[src/rtl/core/hgssd_pkg.sv]
// Shared types, constants and the hue-match helper function of the hue-gated saturation surge detector.
package hgssd_pkg;

   localparam int WINDOW_DEPTH_DEF = 16;

   localparam int HUE_W    = 9;
   localparam int SAT_W    = 8;
   localparam int TIME_W   = 32;
   localparam int CNT_W    = 4;
   localparam int GAIN_W   = 16;
   localparam int RUN_W    = 4;
   localparam int SUM_W    = 48;
   localparam int PROD_W   = SAT_W + TIME_W;
   localparam int HALF_W   = SUM_W / 2;
   localparam int MUL_W    = GAIN_W + HALF_W;
   localparam int CMP_W    = GAIN_W + SUM_W;
   localparam int DATA_W   = 32;
   localparam int ADDR_W   = 4;

   localparam logic [HUE_W-1:0]  TARGET_RST = 9'd204;
   localparam logic [CNT_W-1:0]  COUNT_RST  = 4'd5;
   localparam logic [GAIN_W-1:0] GAIN_RST   = 16'd1024;
   localparam logic [RUN_W-1:0]  RUN_MAX    = 4'd15;

   localparam logic [ADDR_W-1:0] ADDR_TARGET = 4'h0;
   localparam logic [ADDR_W-1:0] ADDR_COUNT  = 4'h4;
   localparam logic [ADDR_W-1:0] ADDR_GAIN   = 4'h8;

   localparam logic [HUE_W:0] HUE_MOD  = 10'd360;
   localparam logic [HUE_W:0] HUE_SPAN = 10'd30;

   typedef struct packed {
      logic [SAT_W-1:0]  sat;
      logic [TIME_W-1:0] stamp;
   } sample_type;

   typedef struct packed {
      logic load;
      logic shift;
      logic accum;
   } cell_ctl_type;

   function automatic logic hue_match(input logic [HUE_W-1:0] hue,
                                      input logic [HUE_W-1:0] ctr);
      logic [HUE_W:0] h;
      logic [HUE_W:0] c;
      logic [HUE_W:0] d;
      h = ({1'b0, hue} >= HUE_MOD) ? {1'b0, hue} - HUE_MOD : {1'b0, hue};
      c = ({1'b0, ctr} >= HUE_MOD) ? {1'b0, ctr} - HUE_MOD : {1'b0, ctr};
      d = (h >= c) ? h - c : h + HUE_MOD - c;
      return (d < HUE_SPAN) || (d > (HUE_MOD - HUE_SPAN));
   endfunction

endpackage

[src/rtl/core/hgssd_cell.sv]
// One window cell: holds a sample, forms its weighted interval and passes a partial sum on.
module hgssd_cell (
   input  logic                                  clock,
   input  hgssd_pkg::cell_ctl_type               ctl,
   input  hgssd_pkg::sample_type                 new_sample,
   input  hgssd_pkg::sample_type                 next_sample,
   input  logic [hgssd_pkg::TIME_W-1:0]          prev_time,
   input  logic [hgssd_pkg::SUM_W-1:0]           psum_prev,
   output hgssd_pkg::sample_type                 sample,
   output logic [hgssd_pkg::SUM_W-1:0]           psum
);

   hgssd_pkg::sample_type               sample_ff, sample_in;
   logic [hgssd_pkg::PROD_W-1:0]        prod_ff, prod_in;
   logic [hgssd_pkg::SUM_W-1:0]         psum_ff, psum_in;
   logic [hgssd_pkg::TIME_W-1:0]        dt;

   always_comb begin
      if (ctl.load) begin
         sample_in = new_sample;
      end else if (ctl.shift) begin
         sample_in = next_sample;
      end else begin
         sample_in = sample_ff;
      end
   end

   assign dt      = sample_ff.stamp - prev_time;
   assign prod_in = {{hgssd_pkg::TIME_W{1'b0}}, sample_ff.sat}
                  * {{hgssd_pkg::SAT_W{1'b0}}, dt};
   assign psum_in = psum_prev + (ctl.accum
                  ? {{(hgssd_pkg::SUM_W - hgssd_pkg::PROD_W){1'b0}}, prod_ff}
                  : {hgssd_pkg::SUM_W{1'b0}});

   always_ff @(posedge clock) begin
      sample_ff <= sample_in;
      prod_ff   <= prod_in;
      psum_ff   <= psum_in;
   end

   assign sample = sample_ff;
   assign psum   = psum_ff;

endmodule

[config.mk]
export PLATFORM = sky130hd
export DESIGN_NAME = hgssd_cell
export DESIGN_NICKNAME = d
export VERILOG_FILES = /design/src/rtl/core/hgssd_pkg.sv /design/src/rtl/core/hgssd_cell.sv
export SDC_FILE = /design/constraint.sdc
export NUM_CORES = 1
export LEC_CHECK = 0
export ABC_AREA = 0
export BUFFER_PORTS_ARGS = -buffer_cell sky130_fd_sc_hd__clkbuf_2
export CAP_MARGIN = 20
export CORE_ASPECT_RATIO = 0.75
export CORE_UTILIZATION = 60
export CTS_CLUSTER_SIZE = 16
export DETAILED_ROUTE_END_ITERATION = 10
export PLACE_DENSITY = 0.9
export SLEW_MARGIN = 30
export SYNTH_ARGS = -nofsm -noshare
export SYNTH_HDL_FRONTEND = slang
export SYNTH_SLANG_ARGS = --single-unit
[constraint.sdc]
create_clock -name clock -period 9.72 [get_ports clock]
set_clock_uncertainty 0.05 [all_clocks]
set_input_delay 0.972 -clock clock [delete_from_list [all_inputs] [get_ports clock]]
set_output_delay 0.972 -clock clock [all_outputs]
set_load 0.01 [all_outputs]
# --- Word-level counts from Yosys, hierarchy flattened ---
# Cells that the tools add are included.
op_classes:
  n_addsub: 2
  mul: 1
  muxes: 3
  n_reduce_logical: 1
op_table:
  columns: ["operator", "n"]
  rows:
  - ["40-bit two-way mux", 3]
  - ["48-bit by 40-bit adder with 48-bit output", 1]
  - ["8-bit by 32-bit multiplier with 40-bit output", 1]
  - ["32-bit subtractor", 1]
  - ["2-bit nonzero test", 1]
totals:
  reg_bits: 128
  input_bits: 164
  out_inout_bits: 88
  word_cells: 11

# --- Depth between registers and ports, before layout ---
depth:
  word_depth: 2
  mapped_depth: 29
  depth_no_buf: 28

# --- Worst setup path after synthesis ---
# No wires, ideal clock.
synth_timing:
  kind: "input -> register"
  start: "input prev_time[6] (netlist name)"
  end: "register prod_ff[36] (netlist name)"
  setup_ns: 0.126
  arrival_ns: 7.058
  required_time_ns: 9.544
  path_slack_ns: 2.486
  cell_stages: 26
  path_buffers: 1
  path_cell_list: "inv_1 > ha_1 > a21oi_4 > o21ai_1 > or4_4 > o211ai_2 > nand2_1 > a221oi_2 > xnor2_1 > and2_1 > fa_1 > fa_1 > fa_1 > inv_1 > fa_1 > inv_1 > ha_1 > buf_6 > a21o_1 > a21o_1 > a211o_1 > or3b_1 > a211oi_2 > o41ai_2 > a21oi_2 > xnor2_1"
synth_between:
  elab_chain_cells: 2
synth_lines:
  columns: ["element", "line_no", "source"]
  rows:
  - ["start: declaration", "hgssd_cell.sv:7", "input logic [hgssd_pkg::TIME_W-1:0] prev_time,"]
  - ["32-bit subtractor", "hgssd_cell.sv:28", "assign dt = sample_ff.stamp - prev_time;"]
  - ["8-bit by 32-bit multiplier with 40-bit output", "hgssd_cell.sv:30", "* {{hgssd_pkg::SAT_W{1'b0}}, dt};"]
  - ["via prod_in (one bit)", "hgssd_cell.sv:14", "logic [hgssd_pkg::PROD_W-1:0] prod_ff, prod_in;"]
  - ["end signal: assignment", "hgssd_cell.sv:37", "prod_ff <= prod_in;"]
  - ["end: declaration", "hgssd_cell.sv:14", null]
# The timed path passes the listed nets, and every way through them passes these cells.
# A chain may end at the register's enable or synchronous reset.

# --- Worst setup path after layout ---
layout_timing:
  start: "input prev_time[0] (netlist name)"
  end: "register prod_ff[34] (netlist name)"
# The elaborated chain is that of the path after synthesis.

==> results.yml <==
global_route:
  grt_max_degree: 42
  met1_usage_pct: 36.1
  grt_pass1_wl_mm: 69.4
  grtUsageMet3_pct: 4.85
  globalRouteTotalUtil_pct: 30.1
  antenna_found_initial: 0
  grt_use_met2_pct: 53.6
  top_usage_layer: "met2"
  overflow: 0
  grt_pass1_vias: 14800
worst_hold_path:
  holdPathStages: 2
  hold_class: "flop to flop"
  whs_endpoint: "psum[0]"
  min_from: "prod_ff[0]"
clocking:
  numCtsBuffers: 17
  cts_tree: "yes"
  cts_htree_levels: 4
  clk_latency_ps: 440
  ctsResizeCount: 0
  cts_root_buf: "clkbuf_16"
  clock-sinks: 128
  cts.reportedPaths.clkPinSlew_ps: 60
  cts_max_path_buffers: 2
  cts_setup_buffers: 0
  cts_hold_buf: 0
yosys:
  synthMuxAreaShare_pct: 3.39
  synth.largest_area_cell: "fa_1"
  synth_compound_gate_area_share_pct: 14.9
  ys_top_cells_by_area: "fa_1 22%, dfxtp_1 11%, ha_1 9.8%, and2_1 7.8%, edfxtp_1 7.2%"
  yosys.cell_count.top_type: "inv_1"
  syn_nets: 2335
  yosysSeqAreaShare_pct: 17.8
  synth-xor-area-share_pct: 5.25
  ys_ff_latch: 128
  ys_top_cells_by_count: "233 x inv_1, 209 x and2_1, 182 x fa_1"
  synthDominantCellAreaShare_pct: 21.9
  synthCells: 1858
  yosysWarningCount: 0
  yosys.area_share.simple_pct: 19.9
  ys_types: 85
  synthFlopType: "dfxtp_1"
  synthAdderAreaFrac_pct: 31.7
  postSynthAreaPerCell_um2: 8.97
  async_flop_share_pct: 0
  synth_top_family_by_area: "adder cells"
  synth-edff-count: 40
  syn_area_um2: 16700
timing:
  hold_viol_final: 0
  slew_violations: 0
  setup_viol: 0
  fmax_ghz: 0.128
  fin_tns_setup_ps: 0
  tightest_slew_ps: 717
  slew-limit-headroom_pct: 52.0
  timing.final.crit_period_ps: 7830
  rsz0062_at_grt: "no"
  period_share_pct: 80.5
finish:
  multi_input_area_um2: 12500
  n_antenna_cell: 0
  nNetsFinal: 2537
  drive_gt1_share_pct: 17.9
  final_cells: 2423
  fin_util_pct: 69.0
  seq_area_um2: 2960
  n_fill_cell: 2064
  area_delta_synth_final_pct: 12.3
detailed_routing:
  dr.pass1.iters: 8
  drc_errors: 1
  vias: 14200
  detail-route-antenna-nets: 0
  wl_mm: 41.0
  drt_iter0_markers: 784
  via_per_inst: 5.85
  wl_per_cell_um: 16.9
setup_path:
  reg2reg_slack_ps: 2100
  critPathMaxFanout: 9
  reg2reg_depth: 26
  max_stage_delay_ps: 580
  critPathCaptureType: "flop"
  cp_data_required_time_ps: 10000
  startpoint: "prev_time[0]"
  critPathKind: "input port to flop"
  slowest_stage: "xnor2_1"
  cp_common_cell: "fa_1"
  arrival_ps: 8100
  reg2reg_to: "prod_ff[34]"
  start_kind: "input port"
  timing.rr.start: "sample[0]"
die:
  core_area_um2: 27100
  dieWidth_um: 194
  initial_core_util_pct: 61.4
  dieArea_um2: 28500
  ioPinCount: 252
  placementRows: 52
  die-height_um: 146
place:
  detailed_place_hpwl_mm: 31.8
  portBuffers: 251
  dp_cells: 2392
  gp_congestion: 0.886
outcome:
  failed_checks: "DRC"
  status: "finished with violations"
run:
  drv_cap: 0
worst max-delay path by stage:
stage	cells after the start	slack [ps]	endpoint
after floorplan	26	2490	prod_ff[36]
final	26	1890	prod_ff[34]
after global placement	26	1850	prod_ff[36]
after CTS	26	2000	prod_ff[36]
after detailed placement	26	1570	prod_ff[36]
after global routing	26	1520	prod_ff[34]
cell usage in the layout (no fill, tap or decap), types with 9 or more instances in the layout:
master and count:
a21o_1 59, a21oi_1 100, a31oi_1 12, and2_1 209
and3_1 13, clkbuf_16 19, clkbuf_2 250, dfxtp_1 88
edfxtp_1 40, fa_1 182, ha_1 131, inv_1 233
mux2_2 40, nand2_1 134, nand2b_1 33, nand3_1 29
nand4_1 32, nor2_1 57, nor2b_1 39, nor3_1 23
nor3b_1 9, o211ai_1 10, o21a_1 17, o21ai_0 50
o21bai_1 9, xnor2_1 51, xor2_1 47
registers in the layout, summed over array words and instances, names as in the netlist:
register,cells
prod_ff,40
psum,48
sample,40
per-layer routing:
metal,vias up,wire (um)
li1,6612,-
met3,113,2360
met2,535,20800
met4,0,1300
met1,6924,16500
met5,-,0
cell families after synthesis:
family                     count (synthesis)
DFF                                      128
buffers and inverters                    310
muxes                                     51
and+or+nand+nor                          607
AOI/OAI and AO/OA                        350
adders and majority gates                313
xor gates and xnor gates                  99
critical path, delay by kind of cell:
kind,cells,cell delay (ps)
compound gates,8,1970
simple gates,6,1210
buf+inv,3,190
xor+xnor,2,740
fa+ha+maj,7,3030
through the flow:
stage	cell area [um2]	setup WS, ps	hold slack, ps
CTS	18700	2000	507
floorplan	16700	2490	467
detailed placement	18100	1570	492
global placement	18100	1850	483
finish	18700	1890	497
global route	18700	1520	542
area by class of cell:
| class | instances | share of cell area [%] |
|---|---|---|
| tap | 351 | 2.35 |
| inverter | 233 | 4.67 |
| multi-input combinational | 1420 | 66.9 |
| clock buffer | 20 | 2.56 |
| clock inverter | 11 | 0.548 |
| sequential | 128 | 15.8 |
| timing repair buffer | 260 | 7.13 |
Power is not shown: default switching activity piles up to over one toggle a cycle in this logic, so the estimate is an artifact.
